==> src/sv/pbs_pkg.sv <==
// Shared types and constants of the pixel brightness scaler.
package pbs_pkg;

    // Field widths.
    localparam int CHAN_W = 8;
    localparam int PCT_W = 11;
    localparam int DATA_W = 3 * CHAN_W;
    localparam int APB_ADDR_W = 3;
    localparam int APB_DATA_W = 32;

    // Register indexes, taken from paddr[2].
    localparam logic REG_IDX_PERCENT = 1'b0;
    localparam logic REG_IDX_MODE = 1'b1;

    // Reset values of the registers.
    localparam logic signed [PCT_W-1:0] PERCENT_RESET = '0;
    localparam logic MODE_RESET = 1'b1;

    // Quotients by 100 are taken of values below 25600 only; larger ones saturate.
    localparam int QUOT_W = 15;
    localparam logic [QUOT_W-1:0] QUOT_LIMIT = 15'd25599;
    // Reciprocal of 100: ceil(2^21 / 100). Exact for every dividend below 43690.
    localparam logic [QUOT_W-1:0] RECIP_100 = 15'd20972;
    localparam int RECIP_SHIFT = 21;
    localparam int PROD_W = 2 * QUOT_W;

    // Configuration as seen by the datapath.
    typedef struct packed {
        logic signed [PCT_W-1:0] percent;
        logic                    rgb_mode;
    } cfg_t;

endpackage

==> src/sv/pbs_cfg_regs.sv <==
// APB register file holding the brightness percentage and the pixel format.
module pbs_cfg_regs
    import pbs_pkg::*;
(
    input  logic                  clk,
    input  logic                  rst_n,
    input  logic                  psel,
    input  logic                  penable,
    input  logic                  pwrite,
    input  logic [APB_ADDR_W-1:0] paddr,
    input  logic [APB_DATA_W-1:0] pwdata,
    output logic [APB_DATA_W-1:0] prdata,
    output logic                  pready,
    output cfg_t                  cfg
);

    logic                    wr_en;
    logic signed [PCT_W-1:0] percent_reg;
    logic signed [PCT_W-1:0] percent_next;
    logic                    mode_reg;
    logic                    mode_next;

    // The port never inserts wait states.
    assign pready = 1'b1;

    // A write completes in the access cycle.
    assign wr_en = psel && penable && pwrite && pready;

    // Next register values on a write transaction.
    always_comb
    begin
        percent_next = percent_reg;
        mode_next = mode_reg;
        if (wr_en)
        begin
            case (paddr[2])
                REG_IDX_PERCENT: percent_next = pwdata[PCT_W-1:0];
                REG_IDX_MODE:    mode_next = pwdata[0];
                default:         ;
            endcase
        end
    end

    // Register storage.
    always_ff @(posedge clk or negedge rst_n)
    begin
        if (!rst_n)
        begin
            percent_reg <= PERCENT_RESET;
            mode_reg <= MODE_RESET;
        end
        else
        begin
            percent_reg <= percent_next;
            mode_reg <= mode_next;
        end
    end

    // Read back; the percentage is sign extended.
    always_comb
    begin
        case (paddr[2])
            REG_IDX_PERCENT: prdata = {{(APB_DATA_W-PCT_W){percent_reg[PCT_W-1]}}, percent_reg};
            REG_IDX_MODE:    prdata = {{(APB_DATA_W-1){1'b0}}, mode_reg};
            default:         prdata = '0;
        endcase
    end

    assign cfg.percent = percent_reg;
    assign cfg.rgb_mode = mode_reg;

endmodule

==> src/sv/pbs_pipe.sv <==
// Four-stage brightness datapath: extremes, product, numerator and clamp, quotient.
module pbs_pipe
    import pbs_pkg::*;
(
    input  logic              clk,
    input  logic              rst_n,
    input  cfg_t              cfg,
    input  logic              in_valid,
    output logic              in_ready,
    input  logic [DATA_W-1:0] in_data,
    output logic              out_valid,
    input  logic              out_ready,
    output logic [DATA_W-1:0] out_data
);

    // Stage valid bits and advance enables.
    logic v1_reg, v2_reg, v3_reg, v4_reg;
    logic en1, en2, en3, en4;

    // Stage 1: channels, multiplicand and multiplier.
    logic [CHAN_W-1:0]       chan [3];
    logic [CHAN_W-1:0]       hi, lo;
    logic [CHAN_W:0]         s1_sum_next;
    logic signed [PCT_W:0]   s1_mul_next;
    logic [CHAN_W-1:0]       s1_chan_reg [3];
    logic [CHAN_W:0]         s1_sum_reg;
    logic signed [PCT_W:0]   s1_mul_reg;
    logic                    s1_mode_reg;

    // Stage 2: shared product.
    logic signed [PCT_W+CHAN_W+2:0] s2_prod_next;
    logic signed [PCT_W+CHAN_W+2:0] s2_prod_reg;
    logic [CHAN_W-1:0]              s2_chan_reg [3];
    logic                           s2_mode_reg;

    // Stage 3: clamped dividends for a division by 100.
    logic signed [PCT_W+CHAN_W+3:0] num [3];
    logic signed [PCT_W+CHAN_W+3:0] half [3];
    logic [QUOT_W-1:0]              s3_x_next [3];
    logic [QUOT_W-1:0]              s3_x_reg [3];
    logic                           s3_mode_reg;

    // Stage 4: quotients.
    logic [PROD_W-1:0] qprod [3];
    logic [CHAN_W-1:0] s4_res_next [3];
    logic [CHAN_W-1:0] s4_res_reg [3];
    logic              s4_mode_reg;

    // A stage advances when it is empty or the next one advances.
    assign en4 = !v4_reg || out_ready;
    assign en3 = !v3_reg || en4;
    assign en2 = !v2_reg || en3;
    assign en1 = !v1_reg || en2;
    assign in_ready = en1;

    // Valid bits.
    always_ff @(posedge clk or negedge rst_n)
    begin
        if (!rst_n)
        begin
            v1_reg <= 1'b0;
            v2_reg <= 1'b0;
            v3_reg <= 1'b0;
            v4_reg <= 1'b0;
        end
        else
        begin
            if (en1)
                v1_reg <= in_valid;
            if (en2)
                v2_reg <= v1_reg;
            if (en3)
                v3_reg <= v2_reg;
            if (en4)
                v4_reg <= v3_reg;
        end
    end

    // Stage 1: maximum plus minimum in RGB mode, the gray value otherwise.
    always_comb
    begin
        for (int i = 0; i < 3; i++)
            chan[i] = in_data[i*CHAN_W +: CHAN_W];
        hi = chan[0];
        lo = chan[0];
        for (int i = 1; i < 3; i++)
        begin
            if (chan[i] > hi)
                hi = chan[i];
            if (chan[i] < lo)
                lo = chan[i];
        end
        if (cfg.rgb_mode)
        begin
            s1_sum_next = {1'b0, hi} + {1'b0, lo};
            s1_mul_next = {cfg.percent[PCT_W-1], cfg.percent};
        end
        else
        begin
            s1_sum_next = {1'b0, chan[0]};
            s1_mul_next = {cfg.percent[PCT_W-1], cfg.percent} + (PCT_W+1)'(100);
        end
    end

    // Stage 2: one signed product shared by all three channels.
    assign s2_prod_next = (PCT_W+CHAN_W+3)'($signed({1'b0, s1_sum_reg}))
                        * (PCT_W+CHAN_W+3)'(s1_mul_reg);

    // Stage 3: in RGB mode add 200 times the channel and halve; clamp to 0..25599.
    always_comb
    begin
        for (int i = 0; i < 3; i++)
        begin
            if (s2_mode_reg)
                num[i] = {s2_prod_reg[PCT_W+CHAN_W+2], s2_prod_reg}
                       + $signed({8'b0, s2_chan_reg[i], 7'b0})
                       + $signed({9'b0, s2_chan_reg[i], 6'b0})
                       + $signed({12'b0, s2_chan_reg[i], 3'b0});
            else
                num[i] = {s2_prod_reg[PCT_W+CHAN_W+2], s2_prod_reg};
            half[i] = s2_mode_reg ? (num[i] >>> 1) : num[i];
            if (!s2_mode_reg && i != 0)
                s3_x_next[i] = '0;
            else if (half[i] < 0)
                s3_x_next[i] = '0;
            else if (half[i] > $signed({{(PCT_W+CHAN_W+4-QUOT_W){1'b0}}, QUOT_LIMIT}))
                s3_x_next[i] = QUOT_LIMIT;
            else
                s3_x_next[i] = half[i][QUOT_W-1:0];
        end
    end

    // Stage 4: divide by 100 through the reciprocal.
    always_comb
    begin
        for (int i = 0; i < 3; i++)
        begin
            qprod[i] = PROD_W'(s3_x_reg[i]) * PROD_W'(RECIP_100);
            s4_res_next[i] = qprod[i][RECIP_SHIFT +: CHAN_W];
        end
    end

    // Payload registers, loaded as their stage advances.
    always_ff @(posedge clk)
    begin
        if (en1)
        begin
            s1_chan_reg <= chan;
            s1_sum_reg <= s1_sum_next;
            s1_mul_reg <= s1_mul_next;
            s1_mode_reg <= cfg.rgb_mode;
        end
        if (en2)
        begin
            s2_prod_reg <= s2_prod_next;
            s2_chan_reg <= s1_chan_reg;
            s2_mode_reg <= s1_mode_reg;
        end
        if (en3)
        begin
            s3_x_reg <= s3_x_next;
            s3_mode_reg <= s2_mode_reg;
        end
        if (en4)
        begin
            s4_res_reg <= s4_res_next;
            s4_mode_reg <= s3_mode_reg;
        end
    end

    assign out_valid = v4_reg;
    assign out_data = {s4_res_reg[2], s4_res_reg[1], s4_res_reg[0]};

    // Input is refused only when every stage holds an item.
    a_full_when_blocked: assert property (@(posedge clk) disable iff (!rst_n)
        !in_ready |-> (v1_reg && v2_reg && v3_reg && v4_reg))
        else $error("input refused while the pipeline has a bubble");

    // An accepted transaction occupies the first stage next cycle.
    a_accept_lands: assert property (@(posedge clk) disable iff (!rst_n)
        (in_valid && in_ready) |=> v1_reg)
        else $error("accepted transaction missing from the first stage");

    // A blocked first stage keeps its item.
    a_stage1_holds: assert property (@(posedge clk) disable iff (!rst_n)
        (v1_reg && !en2) |=> (v1_reg && $stable(s1_sum_reg) && $stable(s1_mul_reg)))
        else $error("first stage changed while blocked");

    // Gray results carry zero in the unused channels.
    a_gray_zero: assert property (@(posedge clk) disable iff (!rst_n)
        (out_valid && !s4_mode_reg) |-> (s4_res_reg[1] == '0 && s4_res_reg[2] == '0))
        else $error("gray result with nonzero unused channels");

endmodule

==> src/sv/pixel_brightness_scale.sv <==
// Top level of the pixel brightness scaler: register file and pipelined datapath.
//
//  Channel  Direction  Signals                                Contents
//  s_axis   in         s_axis_tvalid/tready/tdata[23:0]       one pixel per transaction
//  m_axis   out        m_axis_tvalid/tready/tdata[23:0]       one brightened pixel
//  apb      in/out     psel penable pwrite paddr pwdata ...   brightness_percent, rgb_mode
//
// Each pixel passes through the pipeline stages extremes, shared multiply,
// numerator and clamp, reciprocal divide. One pixel enters per cycle while
// the output is taken. A stall holds each occupied stage in place, and empty
// stages still fill, so no transaction is lost or repeated. Reset is
// asynchronous, empties the pipeline and loads the register defaults.
module pixel_brightness_scale
    import pbs_pkg::*;
(
    input  logic                  clk,
    input  logic                  rst_n,
    input  logic                  s_axis_tvalid,
    output logic                  s_axis_tready,
    // Fields from bit 0: chan_first[7:0], chan_second[15:8], chan_third[23:16].
    input  logic [DATA_W-1:0]     s_axis_tdata,
    output logic                  m_axis_tvalid,
    input  logic                  m_axis_tready,
    // Fields from bit 0: res_first[7:0], res_second[15:8], res_third[23:16].
    output logic [DATA_W-1:0]     m_axis_tdata,
    input  logic                  psel,
    input  logic                  penable,
    input  logic                  pwrite,
    input  logic [APB_ADDR_W-1:0] paddr,
    input  logic [APB_DATA_W-1:0] pwdata,
    output logic [APB_DATA_W-1:0] prdata,
    output logic                  pready
);

    cfg_t cfg;

    // Configuration registers.
    pbs_cfg_regs u_cfg (
        .clk     (clk),
        .rst_n   (rst_n),
        .psel    (psel),
        .penable (penable),
        .pwrite  (pwrite),
        .paddr   (paddr),
        .pwdata  (pwdata),
        .prdata  (prdata),
        .pready  (pready),
        .cfg     (cfg)
    );

    // Brightness pipeline.
    pbs_pipe u_pipe (
        .clk       (clk),
        .rst_n     (rst_n),
        .cfg       (cfg),
        .in_valid  (s_axis_tvalid),
        .in_ready  (s_axis_tready),
        .in_data   (s_axis_tdata),
        .out_valid (m_axis_tvalid),
        .out_ready (m_axis_tready),
        .out_data  (m_axis_tdata)
    );

endmodule
==> config.mk <==
export PLATFORM = sky130hd
export DESIGN_NAME = pixel_brightness_scale
export DESIGN_NICKNAME = d
export VERILOG_FILES = /design/src/sv/pbs_pkg.sv /design/src/sv/pbs_cfg_regs.sv /design/src/sv/pbs_pipe.sv /design/src/sv/pixel_brightness_scale.sv
export SDC_FILE = /design/constraint.sdc
export NUM_CORES = 1
export LEC_CHECK = 0
export ABC_AREA = 1
export BUFFER_PORTS_ARGS = -buffer_cell sky130_fd_sc_hd__buf_2
export CELL_PAD_IN_SITES_DETAIL_PLACEMENT = 1
export CELL_PAD_IN_SITES_GLOBAL_PLACEMENT = 2
export CORE_MARGIN = 2
export CORE_UTILIZATION = 35
export CTS_BUF_LIST = sky130_fd_sc_hd__clkbuf_4 sky130_fd_sc_hd__clkbuf_8
export CTS_CLUSTER_SIZE = 8
export DETAILED_ROUTE_END_ITERATION = 6
export MAX_ROUTING_LAYER = met4
export PLACE_DENSITY = 0.86
export SYNTH_ARGS = -nofsm -noshare
export SYNTH_HDL_FRONTEND = slang
export SYNTH_SLANG_ARGS = --single-unit
==> constraint.sdc <==
create_clock -name clk -period 7.9 [get_ports clk]
set_input_delay 1.58 -clock clk [delete_from_list [all_inputs] [get_ports clk]]
set_output_delay 1.58 -clock clk [all_outputs]
set_load 0.1 [all_outputs]
; Word level (Yosys, flattened, before mapping)
; Cells that the tools add are included.
; Widths: inputs -> output; s select.
[totals]
ff_bits = 178
output_inout_bits = 59
in_bits = 66
[classes]
multipliers = 4
addsub = 11
n_mux = 16
bitwise = 2
n_lt_le_gt_ge = 10
n_reduce_logical = 17
[op_table]
columns = op, count
row1 = $mul 15x13->27 const B, 3
row2 = $add 22x16->23, 3
row3 = $add 23x11->23, 3
row4 = $add 23x14->23, 3
row5 = $gt 23x16->1 const B, 3
row6 = $lt 23x1->1 const B, 3
row7 = $mux 23, 3
row8 = $mux 22, 3
row9 = $pmux 32 s2, 1
row10 = $mux 15, 3
row11 = $mux 8, 5
row12 = $mul 10x12->22, 1
row13 = $gt 8x8->1, 2
row14 = $lt 8x8->1, 2
row15 = $add 11x8->12 const B, 1
row16 = $mux 12, 1
row17 = $add 8x8->9, 1
row18 = $reduce_or 2->1, 3
row19 = $reduce_or 3->1, 2
row20 = $logic_not 1->1, 4
row21 = $logic_or 1x1->1, 4
row22 = $reduce_and 2->1, 2
row23 = $logic_and 1x1->1, 2
row24 = $not 1->1, 2

; Depth between registers and ports, before layout
; Gate-level depths: netlist (run 1).
[logic_depth]
ltp_word = 7
depth_mapped = 32
mapped_depth_nobuf = 31

; Cells and area by module
; Synthesis (run 1) repeated with hierarchy kept, for this count alone.
[unflattened]
hier_cells = 3216
area_unflattened_um2 = 27607.7
[modules_own_cells]
columns = module, seq_area_each_um2, area_each_um2, cells_each, n_inst
row1 = pbs_pipe, 4964.8, 26834.5, 3111, 1
row2 = pbs_cfg_regs, 301.5, 773.2, 105, 1

; Least setup slack after synthesis (run 1)
; No wires, ideal clock.
[synth_timing]
path_kind = input to output
from = input port m_axis_tready
to = output port s_axis_tready
arrival_time_ns = 4.970
slack_ns = 1.350
cell_stages = 6
t_required_ns = 6.320
path_cell_list = nor2_1 > inv_1 > nor2_1 > inv_1 > nor2_1 > nand2_1
[synth_between]
elab_chain_cells = 4
[synth_rtl]
columns = item, line_no
row1 = start: declaration, pixel_brightness_scale.sv:23  ; input logic m_axis_tready,
row2 = $logic_or 1x1->1, pbs_pipe.sv:50  ; assign en4 = !v4_reg || out_ready;
row3 = named net u_pipe.en4, pbs_pipe.sv:18  ; logic en1, en2, en3, en4;
row4 = $logic_or 1x1->1, pbs_pipe.sv:51  ; assign en3 = !v3_reg || en4;
row5 = named net u_pipe.en3, pbs_pipe.sv:18
row6 = $logic_or 1x1->1, pbs_pipe.sv:52  ; assign en2 = !v2_reg || en3;
row7 = $logic_or 1x1->1, pbs_pipe.sv:53  ; assign en1 = !v1_reg || en2;
row8 = end: declaration, pixel_brightness_scale.sv:19  ; output logic s_axis_tready,
; The timed path passes the listed nets, and every way through them passes these cells.

; Final worst setup path (run 1)
[layout_timing]
from = input port s_axis_tdata[7]
to = register u_pipe.s1_sum_reg[8] (data pin)
[layout_between]
elab_chain_cells = 5
elab_cells_between_ends = 9
[layout_rtl]
columns = item, line_no
row1 = start: declaration, pixel_brightness_scale.sv:21  ; input logic [DATA_W-1:0] s_axis_tdata,
row2 = $gt 8x8->1 / $lt 8x8->1 (equally long branches), "pbs_pipe.sv:88, pbs_pipe.sv:90"
row3 = "$mux 8, on equally long branches", "pbs_pipe.sv:88, pbs_pipe.sv:90"
row4 = $gt 8x8->1 / $lt 8x8->1 (equally long branches), "pbs_pipe.sv:88, pbs_pipe.sv:90"
row5 = "$mux 8, on equally long branches", "pbs_pipe.sv:88, pbs_pipe.sv:90"
row6 = $add 8x8->9 (*), pbs_pipe.sv:95  ; s1_sum_next = {1'b0, hi} + {1'b0, lo};
row7 = end signal: assignment, pbs_pipe.sv:149  ; s1_sum_reg <= s1_sum_next;
row8 = end: declaration, pbs_pipe.sv:26  ; logic [CHAN_W:0] s1_sum_reg;
; Every way passes the cells marked *; elsewhere a longest branch is shown, timed or not.
; A chain may end at the register's enable or synchronous reset.

==> results.txt, run 1 <==
----------------------------------------------------
[Run status]
  Outcome ... finished, final reports clean

[Yosys]
  EDFF count, synth ... 162
  Number of unique standard cell types used by synthesis ... 50
  Post-synthesis cell area ... 27500 µm²
  Ys Warns ... 0
  Post-synthesis average cell area ... 8.52 µm²
  Flop and latch count out of synthesis ... 178
  Fraction of registers with async set or reset after synthesis ... 8.99%
  Mapped Nets ... 4084
  Most used flip-flop cell after synthesis ... sky130_fd_sc_hd__edfxtp_1
  Syn Inst Count ... 3233
  Part of the Yosys area used for sequential elements ... 19.1%

[GRT]
  Antenna violations before repair ... 0
  Global-route wire length before repair ... 118000 µm
  Global Route met3 Usage ... 1.67%
  Met1 layer usage reported by global route ... 23.4%
  Most congested layer reported by global routing ... met2
  Vias in the first global route ... 22561
  Residual overflow from global routing ... 0
  GR met2 Demand/Resource ... 33.4%
  Largest net degree at the start of global routing ... 48
  Global Route Usage Sum ... 18.9%

[STA]
  Final setup TNS ... 0 ps
  Final setup vio count ... 0
  RSZ-0062 raised after global routing ... no
  Final Hold Vio Count ... 0
  Maximum achievable frequency ... 0.156 GHz
  Actual slew at the worst max-slew pin ... 1100 ps
  Final worst path period share ... 81.3%
  Max-slew violation count ... 0
  Layout Skew ... 25.5 ps
  Headroom to the max-slew limit ... 26.5%
  Post-layout min period ... 6430 ps

[Route]
  WL final ... 71200 µm
  First-pass DRT Iterations ... 5
  Detail-routed net length per standard cell ... 16.4 µm
  Total number of vias ... 20560
  Drt via density ... 4.73
  First DRT Iteration DRCs ... 726
  Count of antenna-violating nets left after detailed routing ... 0
  DRC Markers ... 0

[Worst setup path]
  Most frequent cell on the critical path ... sky130_fd_sc_hd__nand2_1
  Type of element capturing the critical path ... flop
  Largest fanout on the critical path ... 16
  Worst EP required ... 8230 ps
  Worst setup path startpoint ... s_axis_tdata[7]
  Arr. time, crit path ... 6760 ps
  Kind of critical path ... primary input to flop
  Startpoint types ... primary input
  Slowest CP cell ... sky130_fd_sc_hd__o21ai_1
  Reg2Reg Launch Point ... u_pipe.s1_sum_reg[1]
  Max incr delay on CP ... 690 ps

[Clock tree]
  Source-to-sink clock delay at the later pin of the worst-skew pair ... 570 ps
  Clock tree buffer depth ... 2
  CTS-repair resized insts ... 0
  CTS sink cnt ... 178
  CTS tree ... yes
  CTS Hold Bufs ... 0
  Total setup buffers inserted after CTS ... 0
  Number of levels the H-tree was split into ... 4
  Clock root buffer ... sky130_fd_sc_hd__clkbuf_8
  TritonCTS buffer count ... 17
  Clock-pin slew on the worst setup and hold paths ... 120 ps

[Floorplan]
  X dimension of the die ... 285 µm
  Core area ... 77700 µm²
  Starting density of the core ... 35.4%
  Row cnt ... 102
  Area of the die ... 80900 µm²
  Die height ... 285 µm
  Boundary Pins ... 125

[Placement]
  Gp weighted congestion ... 0.845
  Input/output buffers ... 100
  Placed wire-length estimate ... 61900 µm

[Cells and area]
  Share of cells above drive strength 1 ... 4.90%
  Number of flip-flops in the largest register ... 45
  Post-layout net count ... 4145
  Area growth from synthesis to layout ... 7.07%

[Worst hold path]
  Worst Min Path Start ... u_pipe.s1_chan_reg[1]
  Hold Path Class ... flop to flop

[Run]
  Max-cap violations ... 0

----------------------------------------------------
layout by cell type (no fill, tap or decap), drive strengths merged, types with 7 or more instances in the layout:
cell type	count
a21o	10
a21oi	156
a31oi	17
and2	7
buf	106
clkbuf	17
dfrtp	15
edfxtp	162
fa	338
ha	447
inv	867
nand2	579
nand3	124
nand4	22
nor2	179
nor3	25
o21ai	98
o21bai	8
o31ai	7
xnor2	23
xor2	52
layout make-up:
cell class | instances | area (µm²)
well taps | 1040 | 1300
fillers | 9328 | 48200
flip-flops and latches | 178 | 5270
inverters | 859 | 3230
clock inverters | 15 | 199
diodes | 1 | 2.50
repair buffers | 106 | 546
clock buffers | 17 | 234
multi-input cells | 2132 | 18700
cell usage after synthesis (all sizes together) (5+ instances only):
cell type	number	share of area, %
nor3	25	0.45
fa	338	25
o21bai	8	0.22
and2	7	0.16
ha	447	20
a21oi	156	2.8
buf	31	0.78
o31ai	7	0.19
nor2	179	2.4
a21o	10	0.27
dfrtp	15	1.4
o21ai	98	1.8
nand3	124	2.4
nand4	22	0.50
edfxtp	162	18
nor4	5	0.14
xnor2	23	0.73
a31oi	17	0.39
or2	5	0.11
inv	858	12
nand2	579	8.0
clkbuf	33	0.45
xor2	52	1.7
cells by family (layout without fill, tap and decap cells):
| group | count (synthesis) | count (layout) | synth area share [%] |
|---|---|---|---|
| adders and majority gates | 785 | 785 | 44.9 |
| AOI/OAI and AO/OA | 318 | 318 | 6.32 |
| other | 1 | 2 | 0.0136 |
| buffers and inverters | 923 | 997 | 12.9 |
| xor gates and xnor gates | 75 | 75 | 2.39 |
| DFF | 178 | 178 | 19.1 |
| and+or+nand+nor | 953 | 953 | 14.3 |
critical path: cells and delay by family:
family / cells / cell delay, ps
adder cells (fa/ha/maj): 3 / 1140
AND/OR/NAND/NOR: 9 / 1010
buffers and inverters: 3 / 490
AO/OA/AOI/OAI: 11 / 2510
path summary, 6_finish.rpt:
check / end / slack, ps / cells after the start
setup / recovery: u_pipe.s1_sum_reg[8] / 1470 / 26
hold / removal: u_pipe.s2_chan_reg[1] / 430 / 0
setup reg to reg: u_pipe.s2_prod_reg[19] / 2520 / 16
hold reg to reg: u_pipe.s2_chan_reg[1] / 430 / 0
max in group asynchronous: u_cfg.mode_reg / 6610 / 1
min in group asynchronous: u_cfg.percent_reg[9] / 940 / 1
stage by stage:
| stage | setup slack, ps | instances | area (µm²) | hold WS (ps) | utilization, % |
|---|---|---|---|---|---|
| floorplan | 1350 | 3233 | 27500 | 400 | - |
| detailed placement | 829 | 4315 | 29100 | 406 | 37.4 |
| finish | 1470 | 4348 | 29500 | 431 | 37.9 |
| CTS | 1460 | 4347 | 29500 | 434 | 37.9 |
| global route | 705 | 4347 | 29500 | 440 | 37.9 |
| global placement | 877 | 4315 | 29100 | 400 | 37.4 |
routing by layer:
layer,part of all wire [%],wire [µm]
met1,46,32900
met2,51,36000
met3,1.8,1270
met4,1.4,1010
met5,0,0
Power of run 1 is left out: the tool's default activity adds up to more than one toggle a clock period on the data nets, which glitch-free logic cannot reach.
==> run 2: changes to the inputs <==
--- a/config.mk
+++ b/config.mk
@@ -15,7 +15,7 @@
 export CTS_CLUSTER_SIZE = 8
 export DETAILED_ROUTE_END_ITERATION = 6
 export MAX_ROUTING_LAYER = met4
-export PLACE_DENSITY = 0.86
+export PLACE_DENSITY = 0.89
 export SYNTH_ARGS = -nofsm -noshare
 export SYNTH_HDL_FRONTEND = slang
 export SYNTH_SLANG_ARGS = --single-unit
==> constraint.sdc (replaced) <==
create_clock -name clk -period 5.4 [get_ports clk]
set_input_delay 1.08 -clock clk [delete_from_list [all_inputs] [get_ports clk]]
set_output_delay 1.08 -clock clk [all_outputs]
set_load 0.1 [all_outputs]
==> run 2 against run 1 <==
  * Final area increased by 1.1%
  * Wire length about the same
  * Final cell count increased by 0.87%
  * Non-clock buffer count increased by 38
  * First-iteration DRC count increased by 5.1%
  * Critical path type is now flop to flop
  * Largest cell class unchanged
==> results.txt, run 2 (synthesized netlist as in run 1, its figures left out) <==
----------------------------------------------------
[Placement]
  Setup WS pre-CTS ... -72.2 ps (was 829 ps)
  Placed wire-length estimate ... 62500 µm (was 61900 µm)
  Dpl cells ... 4353 (was 4315)
  Gp weighted congestion ... 0.870 (was 0.845)
  Input/output buffers ... 100 (unchanged)

[Clock tree]
  CTS tree ... yes (unchanged)
  Clock root buffer ... sky130_fd_sc_hd__clkbuf_8 (unchanged)
  TritonCTS buffer count ... 17 (unchanged)
  Source-to-sink clock delay at the later pin of the worst-skew pair ... 580 ps (was 570 ps)
  CTS sink cnt ... 178 (unchanged)
  Total setup buffers inserted after CTS ... 0 (unchanged)
  Clock tree buffer depth ... 2 (unchanged)
  Clock-pin slew on the worst setup and hold paths ... 120 ps (about the same)
  Number of levels the H-tree was split into ... 4 (unchanged)

[Floorplan]
  Starting density of the core ... 35.4% (unchanged)
  X dimension of the die ... 285 µm (unchanged)
  Core area ... 77700 µm² (unchanged)
  Boundary Pins ... 125 (unchanged)
  Row cnt ... 102 (unchanged)
  Area of the die ... 80900 µm² (unchanged)
  Die height ... 285 µm (unchanged)

[GRT]
  Largest net degree at the start of global routing ... 48 (unchanged)
  Global-route wire length before repair ... 117000 µm (was 118000 µm)
  Vias in the first global route ... 22877 (was 22561)
  Residual overflow from global routing ... 0 (unchanged)
  Antenna violations before repair ... 1 (was 0)
  Global Route Usage Sum ... 18.8% (was 18.9%)

[Cells and area]
  Area growth from synthesis to layout ... 8.20% (was 7.07%)
  Final non-filler cell total ... 4386 (was 4348)
  Post-layout net count ... 4183 (was 4145)
  Commonest cells after routing, fill and taps aside ... sky130_fd_sc_hd__inv_1 (855), sky130_fd_sc_hd__nand2_1 (573), sky130_fd_sc_hd__ha_1 (447) (unchanged)
  Most common cell after layout, fill and taps aside ... sky130_fd_sc_hd__inv_1 (unchanged)
  Share of cells above drive strength 1 ... 5.98% (was 4.90%)
  Number of flip-flops in the largest register ... 45 (unchanged)
  Final cell utilization of the core ... 38.3% (was 37.9%)
  Final-layout fill cell count ... 9336 (was 9328)

[Worst setup path]
  Kind of critical path ... flop to flop (was primary input to flop)
  Startpoint types ... flop (was primary input)
  Type of element capturing the critical path ... flop (unchanged)
  Arr. time, crit path ... 5430 ps (was 6760 ps)
  Largest fanout on the critical path ... 9 (was 16)
  Worst EP required ... 5720 ps (was 8230 ps)

[Route]
  Drt via density ... 4.73 (about the same)
  Total number of vias ... 20765 (was 20560)
  Count of antenna-violating nets left after detailed routing ... 0 (unchanged)
  First-pass DRT Iterations ... 5 (unchanged)
  First DRT Iteration DRCs ... 763 (was 726)
  WL final ... 71200 µm (about the same)
  Detail-routed net length per standard cell ... 16.2 µm (was 16.4 µm)
  DRC Markers ... 0 (unchanged)

[STA]
  Maximum achievable frequency ... 0.196 GHz
  Final WS setup ... 290 ps (was 1470 ps)
  Post-layout min period ... 5110 ps
  Headroom to the max-slew limit ... 38.1% (was 26.5%)
  Final worst path period share ... 94.6%
  Final Hold Vio Count ... 0 (unchanged)
  Final setup vio count ... 0 (unchanged)
  Hold slack final ... 421 ps (was 431 ps)
  Max-slew violation count ... 0 (unchanged)
  RSZ-0062 raised after global routing ... no (unchanged)
  Actual slew at the worst max-slew pin ... 928 ps (was 1100 ps)
  Layout Skew ... 29.9 ps (was 25.5 ps)

[Run status]
  Outcome ... finished, final reports clean (unchanged)

[Worst hold path]
  Hold Path Class ... primary input to asynchronous set/reset pin (was flop to flop)

[Run]
  Max-cap violations ... 0 (unchanged)

----------------------------------------------------
run 2: cell types whose count changed in the layout (fill, tap and decap cells not counted), sizes merged:
cell,before,now
buf,106,144
clkinv,5,7
inv,867,865
run 2: worst paths after layout:
kind                                   startpoint                      to  slack [ps]  cells after the start
min                                         rst_n    u_cfg.percent_reg[9]         420                      1
max reg2reg                  u_pipe.s1_sum_reg[1]  u_pipe.s2_prod_reg[19]         290                     16
max                          u_pipe.s1_sum_reg[1]  u_pipe.s2_prod_reg[19]         290                     16
max in group asynchronous                   rst_n          u_cfg.mode_reg        4620                      1
min in group clk           u_pipe.s1_chan_reg[19]  u_pipe.s2_chan_reg[19]         430                      0
min reg2reg                u_pipe.s1_chan_reg[19]  u_pipe.s2_chan_reg[19]         430                      0
run 2: critical path: stages, from the launching register on:
cell                       delay [ps]
sky130_fd_sc_hd__edfxtp_1         570
sky130_fd_sc_hd__nand2_1          170
sky130_fd_sc_hd__inv_1            100
sky130_fd_sc_hd__fa_1             620
sky130_fd_sc_hd__fa_1             520
sky130_fd_sc_hd__inv_1             50
sky130_fd_sc_hd__fa_1             530
sky130_fd_sc_hd__inv_1             50
sky130_fd_sc_hd__fa_1             460
sky130_fd_sc_hd__fa_1             470
sky130_fd_sc_hd__ha_1             350
sky130_fd_sc_hd__a21oi_1          240
sky130_fd_sc_hd__o21ai_0          150
sky130_fd_sc_hd__a21oi_1          150
sky130_fd_sc_hd__o21ai_1          150
sky130_fd_sc_hd__a21oi_1          200
sky130_fd_sc_hd__xor2_1            90
run 2: routing by layer:
layer	track usage, %	wire length (µm)	up-vias
met3	2.11	1860	69
met2	33.1	35700	220
met4	4.43	1310	0
li1	-	-	10203
met1	23.0	32300	10273
met5	-	0	-
run 2: repair_timing:
item / CTS / global route
setup endpoints to repair: 0 / 1
resized for setup: 0 / 1
hold buffers: 0 / 0
run 2: stage by stage:
step           area [µm²]  TNS (ps)
2_1_floorplan       27500         0
3_3_place_gp        29400     -15.9
3_5_place_dp        29400      -118
5_1_grt             29800         0
4_1_cts             29800         0
6_report            29800         0
run 2: cell type report:
type | instances | area [µm²] | area share (%)
diodes | 1 | 2.50 | 0.00840
clock buffers | 17 | 234 | 0.785
clock inverters | 15 | 211 | 0.710
inverters | 859 | 3230 | 10.8
multi-input cells | 2132 | 18700 | 62.8
flip-flops and latches | 178 | 5270 | 17.7
well taps | 1040 | 1300 | 4.37
repair buffers | 144 | 846 | 2.84
Power of run 2 is left out for the same reason.
